<file path="src/rtl/core/dwr_pkg.sv">
// dwr_pkg: shared types and constants for the draw-without-replacement unit.
// No dependencies; used by dwr_mod and draw_without_replacement_unit in rtl/core.
package dwr_pkg;

    localparam int IDX_W = 6;
    localparam int CNT_W = 7;
    localparam int RND_W = 31;
    localparam int STAT_W = 2;

    localparam logic [STAT_W-1:0] STAT_OK = 2'd0;
    localparam logic [STAT_W-1:0] STAT_EMPTY = 2'd1;
    localparam logic [STAT_W-1:0] STAT_TOO_BIG = 2'd2;

    localparam logic CMD_DRAW = 1'b0;
    localparam logic CMD_REFILL = 1'b1;

    typedef enum logic [2:0] {
        ST_IDLE,
        ST_FILL,
        ST_CHECK,
        ST_DIV,
        ST_READ,
        ST_WRITE,
        ST_DONE
    } state_t;

    typedef struct packed {
        logic             done;
        logic [CNT_W-1:0] remainder;
    } mod_result_t;

endpackage

</file>
<file path="src/rtl/core/dwr_ram.sv">
// dwr_ram: generic RAM, one write port, two registered read ports.
// No dependencies.
module dwr_ram #(
    parameter int WIDTH = 6,
    parameter int DEPTH = 64
) (
    input  logic                     clk,
    input  logic                     wr_en,
    input  logic [$clog2(DEPTH)-1:0] wr_addr,
    input  logic [WIDTH-1:0]         wr_data,
    input  logic [$clog2(DEPTH)-1:0] rd_addr_a,
    input  logic [$clog2(DEPTH)-1:0] rd_addr_b,
    output logic [WIDTH-1:0]         rd_data_a,
    output logic [WIDTH-1:0]         rd_data_b
);

    logic [WIDTH-1:0] mem [DEPTH];

    always_ff @(posedge clk)
    begin
        if (wr_en)
        begin
            mem[wr_addr] <= wr_data;
        end
        rd_data_a <= mem[rd_addr_a];
        rd_data_b <= mem[rd_addr_b];
    end

endmodule

</file>
<file path="src/rtl/core/dwr_mod.sv">
// dwr_mod: bit-serial restoring modulo, 31-bit dividend by 7-bit divisor.
// Depends on dwr_pkg. One quotient bit per cycle.
module dwr_mod (
    input  logic                      clk,
    input  logic                      rst_n,
    input  logic                      start,
    input  logic [dwr_pkg::RND_W-1:0] dividend,
    input  logic [dwr_pkg::CNT_W-1:0] divisor,
    output dwr_pkg::mod_result_t      result
);

    localparam int STEP_W = $clog2(dwr_pkg::RND_W);

    logic                      busy_reg, busy_next;
    logic [STEP_W-1:0]         step_reg, step_next;
    logic [dwr_pkg::RND_W-1:0] dvd_reg, dvd_next;
    logic [dwr_pkg::CNT_W-1:0] div_reg, div_next;
    logic [dwr_pkg::CNT_W-1:0] rem_reg, rem_next;
    logic [dwr_pkg::CNT_W:0]   trial;
    logic                      last_step;

    assign trial = {rem_reg, dvd_reg[dwr_pkg::RND_W-1]};
    assign last_step = busy_reg && (step_reg == STEP_W'(dwr_pkg::RND_W - 1));

    always_comb
    begin
        busy_next = busy_reg;
        step_next = step_reg;
        dvd_next  = dvd_reg;
        div_next  = div_reg;
        rem_next  = rem_reg;
        if (start)
        begin
            busy_next = 1'b1;
            step_next = '0;
            dvd_next  = dividend;
            div_next  = divisor;
            rem_next  = '0;
        end
        else if (busy_reg)
        begin
            dvd_next  = {dvd_reg[dwr_pkg::RND_W-2:0], 1'b0};
            step_next = step_reg + STEP_W'(1);
            if (trial >= {1'b0, div_reg})
            begin
                rem_next = dwr_pkg::CNT_W'(trial - {1'b0, div_reg});
            end
            else
            begin
                rem_next = trial[dwr_pkg::CNT_W-1:0];
            end
            if (last_step)
            begin
                busy_next = 1'b0;
            end
        end
    end

    always_ff @(posedge clk or negedge rst_n)
    begin
        if (!rst_n)
        begin
            busy_reg <= 1'b0;
            step_reg <= '0;
        end
        else
        begin
            busy_reg <= busy_next;
            step_reg <= step_next;
        end
    end

    always_ff @(posedge clk)
    begin
        dvd_reg <= dvd_next;
        div_reg <= div_next;
        rem_reg <= rem_next;
    end

    logic done_reg;

    always_ff @(posedge clk or negedge rst_n)
    begin
        if (!rst_n)
        begin
            done_reg <= 1'b0;
        end
        else
        begin
            done_reg <= last_step && !start;
        end
    end

    assign result.done = done_reg;
    assign result.remainder = rem_reg;

endmodule

</file>
<file path="src/rtl/core/draw_without_replacement_unit.sv">
// draw_without_replacement_unit: top level, pool of indices drawn in random order.
// Depends on dwr_pkg, dwr_ram and dwr_mod.
//
// Usage:
//   Input stream (s_*): s_tuser carries the command (0 draw, 1 refill then draw),
//   s_tdata carries size and a 31-bit random word. Each input transfer yields
//   exactly one output transfer on m_*: drawn index and remaining count in
//   m_tdata, status (0 ok, 1 empty, 2 size too big) in m_tuser.
//   One item is processed at a time. A draw passes the empty check, the
//   bit-serial modulo (one bit per cycle), the pool RAM read and write-back and
//   the output load before m_tvalid rises. A refill of n entries first writes
//   them one at a time, since the pool RAM has one write port. An oversized
//   refill goes straight to the output load; a draw from an empty pool or a
//   refill of zero answers after the empty check. The next input is taken in
//   the cycle after the result is loaded.
//   The result sits in an output register; a new input is accepted while it
//   waits, and the next result holds in the unit until the receiver takes the
//   previous one. Reset empties the pool (live count zero); pool RAM content is
//   not cleared and needs no clearing pass.
module draw_without_replacement_unit #(
    parameter int POOL_DEPTH = 64
) (
    input  logic        clk,
    input  logic        rst_n,
    input  logic        s_tvalid,
    output logic        s_tready,
    input  logic [39:0] s_tdata,   // size[6:0], random_word[37:7], zero pad
    input  logic [0:0]  s_tuser,   // command[0]
    output logic        m_tvalid,
    input  logic        m_tready,
    output logic [15:0] m_tdata,   // drawn_index[5:0], remaining[12:6], zero pad
    output logic [1:0]  m_tuser    // status[1:0]
);

    localparam int AW = $clog2(POOL_DEPTH);
    localparam int IDX_W = dwr_pkg::IDX_W;
    localparam int CNT_W = dwr_pkg::CNT_W;
    localparam int RND_W = dwr_pkg::RND_W;
    localparam int STAT_W = dwr_pkg::STAT_W;

    dwr_pkg::state_t state_reg, state_next;

    logic [CNT_W-1:0]  count_reg, count_next;
    logic [CNT_W-1:0]  fill_reg, fill_next;
    logic [RND_W-1:0]  rnd_reg, rnd_next;
    logic [CNT_W-1:0]  slot_reg, slot_next;
    logic [IDX_W-1:0]  res_idx_reg, res_idx_next;
    logic [STAT_W-1:0] res_stat_reg, res_stat_next;
    logic [CNT_W-1:0]  res_rem_reg, res_rem_next;
    logic              m_tvalid_reg, m_tvalid_next;
    logic [15:0]       m_tdata_reg, m_tdata_next;
    logic [1:0]        m_tuser_reg, m_tuser_next;

    logic              in_xfer;
    logic              out_load;
    logic              in_cmd;
    logic [CNT_W-1:0]  in_size;
    logic [RND_W-1:0]  in_rnd;
    logic              size_too_big;
    logic [CNT_W-1:0]  last_slot;

    logic              mem_wr_en;
    logic [AW-1:0]     mem_wr_addr;
    logic [IDX_W-1:0]  mem_wr_data;
    logic [IDX_W-1:0]  mem_rd_a;
    logic [IDX_W-1:0]  mem_rd_b;

    logic                 mod_start;
    dwr_pkg::mod_result_t mod_res;

    assign in_cmd = s_tuser[0];
    assign in_size = s_tdata[6:0];
    assign in_rnd = s_tdata[37:7];
    assign size_too_big = 32'(in_size) > 32'(POOL_DEPTH);
    assign in_xfer = s_tvalid && s_tready;
    assign last_slot = count_reg - CNT_W'(1);
    assign out_load = (state_reg == dwr_pkg::ST_DONE) && (!m_tvalid_reg || m_tready);

    dwr_ram #(
        .WIDTH (IDX_W),
        .DEPTH (POOL_DEPTH)
    ) u_pool (
        .clk       (clk),
        .wr_en     (mem_wr_en),
        .wr_addr   (mem_wr_addr),
        .wr_data   (mem_wr_data),
        .rd_addr_a (AW'(slot_reg)),
        .rd_addr_b (AW'(last_slot)),
        .rd_data_a (mem_rd_a),
        .rd_data_b (mem_rd_b)
    );

    dwr_mod u_mod (
        .clk      (clk),
        .rst_n    (rst_n),
        .start    (mod_start),
        .dividend (rnd_reg),
        .divisor  (count_reg),
        .result   (mod_res)
    );

    // next state
    always_comb
    begin
        state_next = state_reg;
        unique case (state_reg)
            dwr_pkg::ST_IDLE:
            begin
                if (in_xfer)
                begin
                    if (in_cmd == dwr_pkg::CMD_REFILL)
                    begin
                        state_next = size_too_big ? dwr_pkg::ST_DONE : dwr_pkg::ST_FILL;
                    end
                    else
                    begin
                        state_next = dwr_pkg::ST_CHECK;
                    end
                end
            end
            dwr_pkg::ST_FILL:
            begin
                if (fill_reg == count_reg)
                begin
                    state_next = dwr_pkg::ST_CHECK;
                end
            end
            dwr_pkg::ST_CHECK:
            begin
                state_next = (count_reg == '0) ? dwr_pkg::ST_DONE : dwr_pkg::ST_DIV;
            end
            dwr_pkg::ST_DIV:
            begin
                if (mod_res.done)
                begin
                    state_next = dwr_pkg::ST_READ;
                end
            end
            dwr_pkg::ST_READ:  state_next = dwr_pkg::ST_WRITE;
            dwr_pkg::ST_WRITE: state_next = dwr_pkg::ST_DONE;
            dwr_pkg::ST_DONE:
            begin
                if (out_load)
                begin
                    state_next = dwr_pkg::ST_IDLE;
                end
            end
            default: state_next = dwr_pkg::ST_IDLE;
        endcase
    end

    // datapath and outputs
    always_comb
    begin
        s_tready      = (state_reg == dwr_pkg::ST_IDLE);
        count_next    = count_reg;
        fill_next     = fill_reg;
        rnd_next      = rnd_reg;
        slot_next     = slot_reg;
        res_idx_next  = res_idx_reg;
        res_stat_next = res_stat_reg;
        res_rem_next  = res_rem_reg;
        mem_wr_en     = 1'b0;
        mem_wr_addr   = AW'(fill_reg);
        mem_wr_data   = fill_reg[IDX_W-1:0];
        mod_start     = 1'b0;
        m_tvalid_next = m_tvalid_reg;
        m_tdata_next  = m_tdata_reg;
        m_tuser_next  = m_tuser_reg;

        if (m_tvalid_reg && m_tready)
        begin
            m_tvalid_next = 1'b0;
        end

        unique case (state_reg)
            dwr_pkg::ST_IDLE:
            begin
                if (in_xfer)
                begin
                    rnd_next  = in_rnd;
                    fill_next = '0;
                    if (in_cmd == dwr_pkg::CMD_REFILL)
                    begin
                        if (size_too_big)
                        begin
                            res_idx_next  = '0;
                            res_stat_next = dwr_pkg::STAT_TOO_BIG;
                            res_rem_next  = count_reg;
                        end
                        else
                        begin
                            count_next = in_size;
                        end
                    end
                end
            end
            dwr_pkg::ST_FILL:
            begin
                if (fill_reg != count_reg)
                begin
                    mem_wr_en = 1'b1;
                    fill_next = fill_reg + CNT_W'(1);
                end
            end
            dwr_pkg::ST_CHECK:
            begin
                if (count_reg == '0)
                begin
                    res_idx_next  = '0;
                    res_stat_next = dwr_pkg::STAT_EMPTY;
                    res_rem_next  = '0;
                end
                else
                begin
                    mod_start = 1'b1;
                end
            end
            dwr_pkg::ST_DIV:
            begin
                if (mod_res.done)
                begin
                    slot_next = mod_res.remainder;
                end
            end
            dwr_pkg::ST_READ:
            begin
            end
            dwr_pkg::ST_WRITE:
            begin
                mem_wr_en     = 1'b1;
                mem_wr_addr   = AW'(slot_reg);
                mem_wr_data   = mem_rd_b;
                count_next    = last_slot;
                res_idx_next  = mem_rd_a;
                res_stat_next = dwr_pkg::STAT_OK;
                res_rem_next  = last_slot;
            end
            dwr_pkg::ST_DONE:
            begin
                if (out_load)
                begin
                    m_tvalid_next = 1'b1;
                    m_tdata_next  = {3'b000, res_rem_reg, res_idx_reg};
                    m_tuser_next  = res_stat_reg;
                end
            end
            default:
            begin
            end
        endcase
    end

    always_ff @(posedge clk or negedge rst_n)
    begin
        if (!rst_n)
        begin
            state_reg    <= dwr_pkg::ST_IDLE;
            count_reg    <= '0;
            m_tvalid_reg <= 1'b0;
        end
        else
        begin
            state_reg    <= state_next;
            count_reg    <= count_next;
            m_tvalid_reg <= m_tvalid_next;
        end
    end

    always_ff @(posedge clk)
    begin
        fill_reg     <= fill_next;
        rnd_reg      <= rnd_next;
        slot_reg     <= slot_next;
        res_idx_reg  <= res_idx_next;
        res_stat_reg <= res_stat_next;
        res_rem_reg  <= res_rem_next;
        m_tdata_reg  <= m_tdata_next;
        m_tuser_reg  <= m_tuser_next;
    end

    assign m_tvalid = m_tvalid_reg;
    assign m_tdata  = m_tdata_reg;
    assign m_tuser  = m_tuser_reg;

    // live count never exceeds the pool
    assert property (@(posedge clk) disable iff (!rst_n)
        32'(count_reg) <= 32'(POOL_DEPTH))
        else $error("live count above pool depth");

    // chosen slot lies below the live count it was reduced by
    assert property (@(posedge clk) disable iff (!rst_n)
        mod_res.done |-> (mod_res.remainder < count_reg))
        else $error("modulo result out of range");

    // a successful draw leaves fewer entries than the pool holds
    assert property (@(posedge clk) disable iff (!rst_n)
        (m_tvalid && m_tuser == dwr_pkg::STAT_OK) |-> (32'(m_tdata[12:6]) < 32'(POOL_DEPTH)))
        else $error("ok result with full pool remaining");

    // a draw consumes exactly one entry
    assert property (@(posedge clk) disable iff (!rst_n)
        (state_reg == dwr_pkg::ST_WRITE) |=> (count_reg == $past(count_reg) - CNT_W'(1)))
        else $error("live count not decremented on draw");

endmodule
</file>
<file path="config.mk">
export PLATFORM = sky130hd
export DESIGN_NAME = draw_without_replacement_unit
export DESIGN_NICKNAME = d
export VERILOG_FILES = /design/src/rtl/core/dwr_pkg.sv /design/src/rtl/core/dwr_ram.sv /design/src/rtl/core/dwr_mod.sv /design/src/rtl/core/draw_without_replacement_unit.sv
export SDC_FILE = /design/constraint.sdc
export NUM_CORES = 1
export LEC_CHECK = 0
export BUFFER_PORTS_ARGS = -buffer_cell sky130_fd_sc_hd__buf_2
export CAP_MARGIN = 20
export CORE_ASPECT_RATIO = 1.2
export CORE_MARGIN = 2
export CORE_UTILIZATION = 60
export DETAILED_ROUTE_END_ITERATION = 12
export PLACE_DENSITY = 0.77
export SYNTH_ARGS = -nofsm -noshare
export SYNTH_HDL_FRONTEND = slang
export SYNTH_SLANG_ARGS = --single-unit
</file>
<file path="constraint.sdc">
create_clock -name clk -period 9.3 [get_ports clk]
set_input_delay 0.93 -clock clk [delete_from_list [all_inputs] [get_ports clk]]
set_output_delay 0.93 -clock clk [all_outputs]
set_load 0.1 [all_outputs]
</file>
# == Yosys cells after proc, flatten, opt, wreduce, memory -nomap -nowiden ==
# Memory sizes are Yosys's and may differ from the RTL's. A register that Yosys moved wholly into a read port is not among the register bits.
# Cells that the tools add are included.
# Widths: inputs -> output; s select.
# totals
mem_bits_rw,384
register_bits,137
elab_cells,112
input_bits,45
mem_count,1
out_inout_bits,20
# mem_list
memory,words,width,read_ports,rd_clocked_by_memory_dff,write_ports,line,source
u_pool.mem,64,6,2,2,1,dwr_ram.sv:17,logic [WIDTH-1:0] mem [DEPTH];
# op_classes
mux,49
n_eq_ne,18
n_addsub,4
magnitude_cmp,2
reduce_logical,21
# op_table
cell,count
$mux 7,10
$mux 31,2
$mux 6,6
$pmux 7 s2,2
$mux 3,7
$pmux 3 s7,1
$pmux 7 s3,1
$pmux 6 s3,1
$mux 1,11
$mux 5,2
$ne 2x2->1 const B,5
$eq 3x3->1 const B,3
$ge 8x7->1,1
$mux 2,4
$ne 2x1->1 const B,4
$reduce_and 4->1,2
$add 7x1->7 const B,1
$eq 7x7->1,1
$gt 7x7->1 const B,1
$logic_not 7->1,1
$ne 7x7->1,1
$sub 7x1->7 const B,1
$sub 7x7->7,1
$eq 3x2->1 const B,2
14 further kinds,23

# == Depth between registers and ports, before layout ==
# Gate-level depths: netlist of the first run.
# logic_depth
ltp_word,5
mapped_depth,13
mapped_depth_nobuf,10

# == By module ==
# Synthesis of the first run repeated with hierarchy kept, for this count alone.
# hier_totals
hier_cells,1430
area_unflattened_um2,24541.0
# modules_own_cells
module,cells_per_inst,instances,seq_area_each_um2,area_each_um2
dwr_ram,968,1,11771.3,18390.1
draw_without_replacement_unit,266,1,2497.4,3572.2
dwr_mod,196,1,1456.4,2578.7

# == Worst setup path after synthesis of the first run ==
# OpenSTA, ideal clock, no wires.
# synth_timing
path_kind,register to register
from,reg state_reg[0]
to,"reg rnd_reg[0], enable pin"
setup_time_ps,386
path_stages_with_launch,5
synth_period_minus_slack_ps,4152
slack_ps,5148
n_path_buf,1
arrival_ps,3766
required_ps,8914
path_cell_list,dfrtp_1 > clkbuf_1 > nor3_1 > nand2_1 > inv_1
# synth_via
elab_chain_len,3
# synth_rtl
element,line,source
from (decl),draw_without_replacement_unit.sv:41,"dwr_pkg::state_t state_reg, state_next;"
from (signal assigned),draw_without_replacement_unit.sv:258,state_reg <= dwr_pkg::ST_IDLE;
from (signal assigned),draw_without_replacement_unit.sv:264,state_reg <= state_next;
$logic_not 3->1 (*),draw_without_replacement_unit.sv:155,s_tready = (state_reg == dwr_pkg::ST_IDLE);
net s_tready,draw_without_replacement_unit.sv:26,"output logic s_tready,"
$logic_and 1x1->1,draw_without_replacement_unit.sv:75,assign in_xfer = s_tvalid && s_tready;
$reduce_and 2->1 (no line) (*),-,
to (signal assigned),draw_without_replacement_unit.sv:273,rnd_reg <= rnd_next;
to (decl),draw_without_replacement_unit.sv:45,"logic [RND_W-1:0] rnd_reg, rnd_next;"
# Mark *: on every way through the listed nets, which the timed path passes. The rest lies on a longest branch.
# A chain may end at the register's enable or synchronous reset.

# == Worst setup path in the final report of the first run ==
# layout_timing
from,reg count_reg[0]
to,"reg u_pool.rd_data_b[1], read port of u_pool.mem"
# layout_via
elab_chain_len,1
# layout_rtl
element,line,source
from (decl),draw_without_replacement_unit.sv:43,"logic [CNT_W-1:0] count_reg, count_next;"
from (signal assigned),draw_without_replacement_unit.sv:265,count_reg <= count_next;
$sub 7x1->7,draw_without_replacement_unit.sv:76,assign last_slot = count_reg - CNT_W'(1);
to (decl),dwr_ram.sv:14,output logic [WIDTH-1:0] rd_data_b
# No other way between the ends.

==> results of run 1 <==
## kinds of logic (layout without fill, tap and decap cells)
group	Yosys count	count (layout)	synth area share, %
other	1	3	0.0153
XOR/XNOR	22	22	0.817
flip-flops	533	533	64.2
AO/OA/AOI/OAI	162	162	4.34
adder cells (fa/ha/maj)	13	13	0.695
multiplexers	286	286	22.5
AND/OR/NAND/NOR	255	255	4.91
buffers and inverters	118	195	2.57
## per-stage QoR
stage | hold slack (ns) | utilization, % | cell area, um^2
finish | 0.276 | 66.4 | 26900
global placement | 0.401 | 62.0 | 25100
global route | 0.297 | 66.4 | 26900
detailed placement | 0.405 | 62.1 | 25200
floorplan | 0.400 | - | 24500
CTS | 0.265 | 66.0 | 26800
## worst register-to-register path: cells and delay by family, from the launching register on
kind / cells / cell delay [ns]
buffers and inverters: 2 / 0.93
AOI/OAI and AO/OA: 4 / 0.87
adders and majority gates: 1 / 0.80
DFF: 1 / 0.65
muxes: 1 / 0.45
and+or+nand+nor: 1 / 0.14
## cell type report
cell class	count	area (um^2)	share of cell area [%]
clock inverter	18	175	0.651
clock buffer	73	1420	5.28
multi-input combinational	741	8220	30.5
tap	539	674	2.51
inverter	19	71.3	0.265
timing repair buffer	85	612	2.27
sequential	533	15700	58.5
## where the power goes
part	total [uW]	internal (uW)	leakage [uW]	switching (uW)
clock	2010	1140	0.000767	863
combinational	3250	1260	0.00313	1990
sequential	3530	3320	0.00493	218
## worst max path at each step
stage / endpoint / cells after the start / slack (ns)
CTS: u_pool.rd_data_b[1] / 8 / 5.29
global placement: u_pool.rd_data_b[0] / 9 / 5.40
global route: u_pool.rd_data_b[0] / 9 / 5.15
detailed placement: u_pool.rd_data_b[1] / 8 / 5.34
floorplan: rnd_reg[0] / 4 / 5.15
finish: u_pool.rd_data_b[1] / 9 / 5.29
## metal layers
metal | share of wire (%) | vias to the layer above
met3 | 9.2 | 129
li1 | - | 5733
met4 | 3.8 | 2
met2 | 51 | 942
met1 | 36 | 7139
met5 | 0.018 | -
## cells in the final DEF, fill, tap and decap left out, types with 28 or more instances in the layout
| cell type | n |
|---|---|
| mux2_2 | 32 |
| a211oi_1 | 48 |
| mux2i_1 | 46 |
| nor2b_1 | 31 |
| nand2_1 | 55 |
| mux4_2 | 208 |
| nor2_1 | 99 |
| clkbuf_16 | 53 |
| a21oi_1 | 42 |
| o21ai_0 | 28 |
| buf_2 | 59 |
| edfxtp_1 | 496 |
==> results by stage, run 1 <==
Routing:
- The total wire length is 56700 um.
- For this run, design rule violations remaining after detail routing come to 0.
- Dividing the detail-routed wire length by the instance count gives 28.3 um.
- The number of vias per cell after detailed routing is 6.94.
- The number of DRC violations after detailed-routing iteration 0 is 1862.
- The total via count after detailed routing is 13900.
- The count of nets left with antenna violations once routing finished came out at 0.
- The number of optimization iterations in the first detailed-route pass is 5.

STA:
- The final count of hold timing violations came to 0.
- The least setup slack across all paths after layout is 5.29 ns.
- Clock skew on the completed layout was measured at 0.0132 ns.
- The number of endpoints failing setup at the final stage is 0.
- Based on the critical path, the design can be clocked at up to 0.250 GHz.
- The setup TNS is 0 ns.
- Headroom to the max-slew limit came out at 24.1%.
- The fraction of the cycle the final worst path needs is 43.1%.
- Setup repair after global routing left no endpoint under its margin.
- The max-slew violation count came to 0.
- The worst-margin pin slew is 1.13 ns.
- The post-layout minimum cycle time is 4.01 ns.

Synth:
- Yosys attributes the largest share of cell area to edfxtp_1 (61%), mux4_2 (19%), mux2i_1 (1.9%).
- The Yosys step of the flow raised 0 warnings.
- The commonest cells after synthesis are edfxtp_1 (496), mux4_2 (208), nor2_1 (99).
- The prevailing post-synth register cell is edfxtp_1.
- Sequential elements use 64.2% of the synthesized area.
- The most common cell in the netlist is edfxtp_1.
- The synthesized flop and latch total is 533.
- Summed over its instances, the top area cell type makes up 60.8% of the synthesized netlist area.
- Counting flops with a built-in enable in the synthesized netlist gives 496.
- The synthesized netlist contains 58 unique library cells.
- The instance count of the mapped netlist is 1390.
- The biggest area contributor in the post-synthesis netlist is edfxtp_1.
- The cell area after technology mapping is 0.0245 mm^2.
- The post-synthesis async set-or-reset flop share is 3.38%.
- The synthesized area divided by synthesized cell count is 17.6 um^2.

Placed design:
- The congestion estimate from routability-driven global placement came to 0.826.
- The number of buffers added on ports is 59.
- The instance count after placement with tap cells included is 1910.
- The placement-stage worst setup slack is 5.34 ns.
- The placed wire-length estimate is 34600 um.

CTS:
- The cell sitting at the root of the clock tree is a clkbuf_16.
- Buffers added to address setup during post-CTS repair amount to 0.
- The clock insertion delay at the later pin of the skew report is 0.58 ns.
- The number of sinks on the clock net is 533.
- The hold buffer count at cts is 0.
- Clock-pin slew was measured on the worst setup and hold paths at 0.07 ns.
- The total clock buffers created by CTS is 50.
- The longest clock path from root to sink contains 3 buffers.
- TritonCTS built the clock tree.
- In this run, post-CTS repair resized a total of 0 instances.
- The H-tree was split into 2 levels.

GRT:
- The fraction of met3 tracks used by global routing is 4.10%.
- The pin count of the biggest net entering global routing is 99.
- The total track usage is 27.0%.
- The most heavily used metal layer in global routing is met2.
- For this run, global-route usage on met1 was measured as 36.0%.
- The number of global-route vias before repair is 13800.
- The global-route track usage on met2 is 45.6%.
- The initial antenna violation count is 1.
- The global-route wire length before repair is 85000 um.
- The total overflow left after global routing is 0.

Die:
- After floorplanning, the core was divided into 81 placement rows.
- The die covers 0.0425 mm^2.
- During I/O placement, the number of pins put on the boundary was 65.
- The chip width is 188 um.
- In this run the standard cell core region covers 0.0405 mm^2.
- The effective utilization at floorplan is 60.4%.
- The die boundary height is 225 um.

Critical path:
- The delay of the slowest cell on the worst path is 0.80 ns.
- The data arrival time of the critical path is 4.42 ns.
- The endpoint identified for the worst register-to-register timing path is u_pool.rd_data_b[1].
- The library cell contributing the largest single delay on the critical path is ha_4.
- The start-to-end type of the worst setup path is flip-flop to flip-flop.
- The launching element type of the critical path is a flip-flop.
- The launch point of the critical path is count_reg[0].
- The setup check on the worst reg-to-reg path leaves a slack of 5.29 ns.
- The number of cells on the worst reg-to-reg path is 9.
- The endpoint class of the critical path is a flip-flop.
- The maximum fanout count along the critical path is 49.
- The required time at the worst-slack endpoint is 9.72 ns.
- Grouping stages by cell kind, the critical path spends the most delay in buffers and inverters.
- The worst register-to-register path begins at count_reg[0].
- Together, buffers and inverters on the worst path number 2.
- The critical path goes through inv_1 -> ha_4 -> buf_4 -> mux4_2 -> nor2b_1 -> a211oi_1 -> a211oi_1 -> a21oi_1 -> a21oi_1.

Finish:
- The register with the most flip-flops in the layout has 384 of them.
- The area growth from synthesis to layout is 9.80%.
- The final net count is 1488.
- The repair_antennas step left the layout with diodes totalling 0.
- After the flow finishes, the layout carries non-filler instances totaling 2008.
- In the final layout, the share of cells above drive strength 1 is 27.8%.
- The number of inserted filler cells in the final layout is 2608.

Pwr:
- Across the VDD grid, the largest voltage drop is 0.000296 V.
- For this design the static power due to leakage is 0.00882 uW.
- The power density over the cells is 327 mW/mm^2.
- Power comes to 8790 uW.

Status:
- The run finished with clean final reports.

Min path:
- In this run the worst hold path is classified as input port to async pin.

Run:
- The total of max-cap violations is 0.
No activity file was read; power rests on OpenSTA's default activity.
==> run 2, diff against run 1 <==
--- a/config.mk
+++ b/config.mk
@@ -9,7 +9,7 @@
 export CAP_MARGIN = 20
 export CORE_ASPECT_RATIO = 1.2
 export CORE_MARGIN = 2
-export CORE_UTILIZATION = 60
+export CORE_UTILIZATION = 57
 export DETAILED_ROUTE_END_ITERATION = 12
 export PLACE_DENSITY = 0.77
 export SYNTH_ARGS = -nofsm -noshare
==> constraint.sdc (replaced) <==
create_clock -name clk -period 3.5 [get_ports clk]
set_input_delay 0.35 -clock clk [delete_from_list [all_inputs] [get_ports clk]]
set_output_delay 0.35 -clock clk [all_outputs]
set_load 0.1 [all_outputs]
==> results by stage, run 2 (same netlist as run 1, synthesis figures left out) <==
GRT:
- The number of global-route vias before repair came to 14600.
- Entering global routing, the biggest net connects 76 pins.
- The first global-routing pass estimated 89000 um of wire.
- The total track usage is 26.4%.
- The sum of overflow across all layers after global routing is 0.
- The initial antenna violation count was 1.

Die:
- Pin placement for this block handled 65 I/O pins.
- The effective utilization at floorplan is 57.5%.
- The die covers 0.0447 mm^2.
- The floorplan has 83 rows.
- The die boundary height is 231 um.
- The die is 193 um wide.
- The floorplan step defined a core boundary enclosing 0.0426 mm^2.

Critical path:
- Together, buffers and inverters on the worst path number 1.
- Data on the critical path arrives at its endpoint at 3.58 ns.
- The launching element type of the critical path is a flip-flop.
- The worst register-to-register path begins at slot_reg[0].
- The largest single stage delay on the critical path is 0.70 ns.
- The number of cells on the worst reg-to-reg path is 5.
- The required time at the worst-slack endpoint is 3.72 ns.
- The maximum fanout count along the critical path is 11.
- The worst setup slack for register-to-register paths is 0.14 ns.
- The setup path with the least slack is of type flip-flop to flip-flop.
- The library cell contributing the largest single delay on the critical path is edfxtp_1.
- The cell class contributing the biggest share of worst-path delay is simple AND/OR/NAND/NOR gates.
- The endpoint class of the critical path is a flip-flop.
- The signal on the critical path passes through buf_12 -> mux2_2 -> a211oi_1 -> nand2_1 -> nor2_1.
- In this run the critical register-to-register path is captured at u_pool.mem[54][4].
- The critical path starts at slot_reg[0].

Placed design:
- The number of buffers added on ports is 59.
- Counting tap cells, the placed design contains a total of 2003 instances.
- The placed wire-length estimate is 37600 um.
- The final weighted congestion of routability-driven global placement is 0.905.
- After detailed placement, the total cell area comes to 0.0259 mm^2.

Routing:
- After detailed routing, the number of remaining DRC violations is 0.
- After detailed routing, the total wire length is 58600 um.
- The detailed router used layers up to and including met5.
- In the final routed layout, each cell accounts on average for 27.5 um.
- The number of vias per cell after detailed routing is 6.70.
- The number of DRC violations after detailed-routing iteration 0 is 1794.
- The routed design uses 4990 um of met3 wire.
- For this run, the detailed router's first-pass iteration total came to 5.
- The total via count after detailed routing is 14300.
- The count of nets left with antenna violations once routing finished came out at 0.
- The sum of met2 wire segment lengths after detailed routing is 29400 um.
- The routed metal-1 wire length is 21100 um.

STA:
- Setup repair after global routing left no endpoint under its margin.
- The post-layout minimum cycle time is 3.36 ns.
- Clock skew on the completed layout was measured at 0.0288 ns.
- Static timing analysis puts the maximum clock frequency at 0.297 GHz.
- At the pin with the least slew margin, the transition time is 0.949 ns.
- In the finished design, the share of the clock period the worst path needs comes to 96.1%.
- The final count of hold timing violations was 0.
- Setup violations remaining at the end of the flow were counted as 0.
- The max-slew violation count came to 0.
- The tightest slew margin relative to the limit is 36.1%.
- The final hold slack is 0.0973 ns.
- After routing, the total negative slack on setup checks comes to 0 ns.

Min path:
- The endpoint with the worst hold slack is count_reg[0].
- The worst hold path belongs to the class input port to flip-flop.
- The number of instances on the worst hold path is 3.
- The start point of the worst min-delay path is s_tdata[0].

Finish:
- After routing the design area is 0.0280 mm^2.
- Relative to the synthesized area, the layout overhead comes to 14.2%.
- In the layout the commonest cells are edfxtp_1 (496), mux4_2 (208), nor2_1 (99).
- The number of flip-flops under the largest register name is 384.
- 0 antenna diodes ended up in the layout.
- In the final design database the tool counted 1595 nets.
- The most common library cell in the layout ignoring fill and taps is edfxtp_1.
- The fraction of final layout cells sized beyond drive strength 1 is 31.3%.
- After the flow finishes, the layout carries non-filler instances totaling 2129.

CTS:
- The total setup buffers inserted after CTS is 0.
- CTS saw 533 sinks.
- The buffer depth of the longest clock path is 3.
- Counting the buffers created by CTS gives 48.
- Clock-pin slew was measured on the worst setup and hold paths at 0.06 ns.
- CTS placed an instance of clkbuf_16 at the clock tree root.
- Gates resized during post-CTS repair numbered 0.
- The number of H-tree branching levels is 2.
- TritonCTS built the clock tree.
- The clock insertion delay at the later pin of the skew report is 0.58 ns.

Pwr:
- The worst-case IR drop observed on VDD is 0.000648 V.
- The analysis attributes to cell leakage a power of 0.00943 uW.
- The power density over the cells is 858 mW/mm^2.

Status:
- The run finished with clean final reports.

Run:
- The total of max-cap violations is 0.
run 2: cell count changes in the layout (fill, tap and decap cells not counted), sizes merged, moves of 2 or more:
cell	delta
buf	+77
bufinv	+4
clkbuf	-7
dlygate4sd3	+32
inv	+2
run 2: layer usage:
| metal | up-vias | global-route usage [%] |
|---|---|---|
| met5 | - | 0 |
| met4 | 2 | 13.0 |
| met3 | 176 | 4.54 |
| met2 | 855 | 44.5 |
| met1 | 7294 | 33.4 |
| li1 | 5944 | - |
run 2: timing repair:
| item | in CTS | in global routing |
|---|---|---|
| hold buffers | 32 | 0 |
| endpoints found under the hold margin | 49 | 0 |
| setup endpoints to repair | 0 | 0 |
run 2: final cells by class:
class                   count  area [um^2]
clock buffers              66         1380
flip-flops and latches    533        15700
fillers                  2714        14600
multi-input cells         741         8220
inverters                  19         71.3
repair buffers            194         1590
clock inverters            24          294
well taps                 552          691
run 2: stage by stage:
stage | total power [uW] | worst slack [ns] | utilization (%)
after CTS | 23900 | 0.257 | 65.6
final | 24000 | 0.137 | 65.7
after global placement | 18000 | 0.350 | 60.9
after global routing | 25000 | 0.0640 | 65.7
after detailed placement | 18300 | 0.252 | 60.9
after floorplan | 15400 | 0.338 | -
run 2: worst register-to-register path, stage by stage (launching register included):
cell	delay (ns)
edfxtp_1	0.70
buf_12	0.30
mux2_2	0.27
a211oi_1	0.55
nand2_1	0.58
nor2_1	0.62
run 2: where the power goes:
part	total, uW	switching [uW]	leakage [uW]	internal (uW)
registers	9250	440	0.00493	8810
clock network	5570	2290	0.000818	3280
logic	9190	5570	0.00368	3610
total	24000	8300	0.00943	15700
run 2: worst max-delay path by stage:
stage,to,slack (ns),cells past startpoint
4_1_cts,u_pool.mem[58][2],0.26,5
5_1_grt,u_pool.mem[54][4],0.06,6
3_5_place_dp,u_pool.mem[58][2],0.25,6
2_1_floorplan,rnd_reg[0],0.34,4
3_3_place_gp,u_pool.mem[54][4],0.35,5
6_report,u_pool.mem[54][4],0.14,5
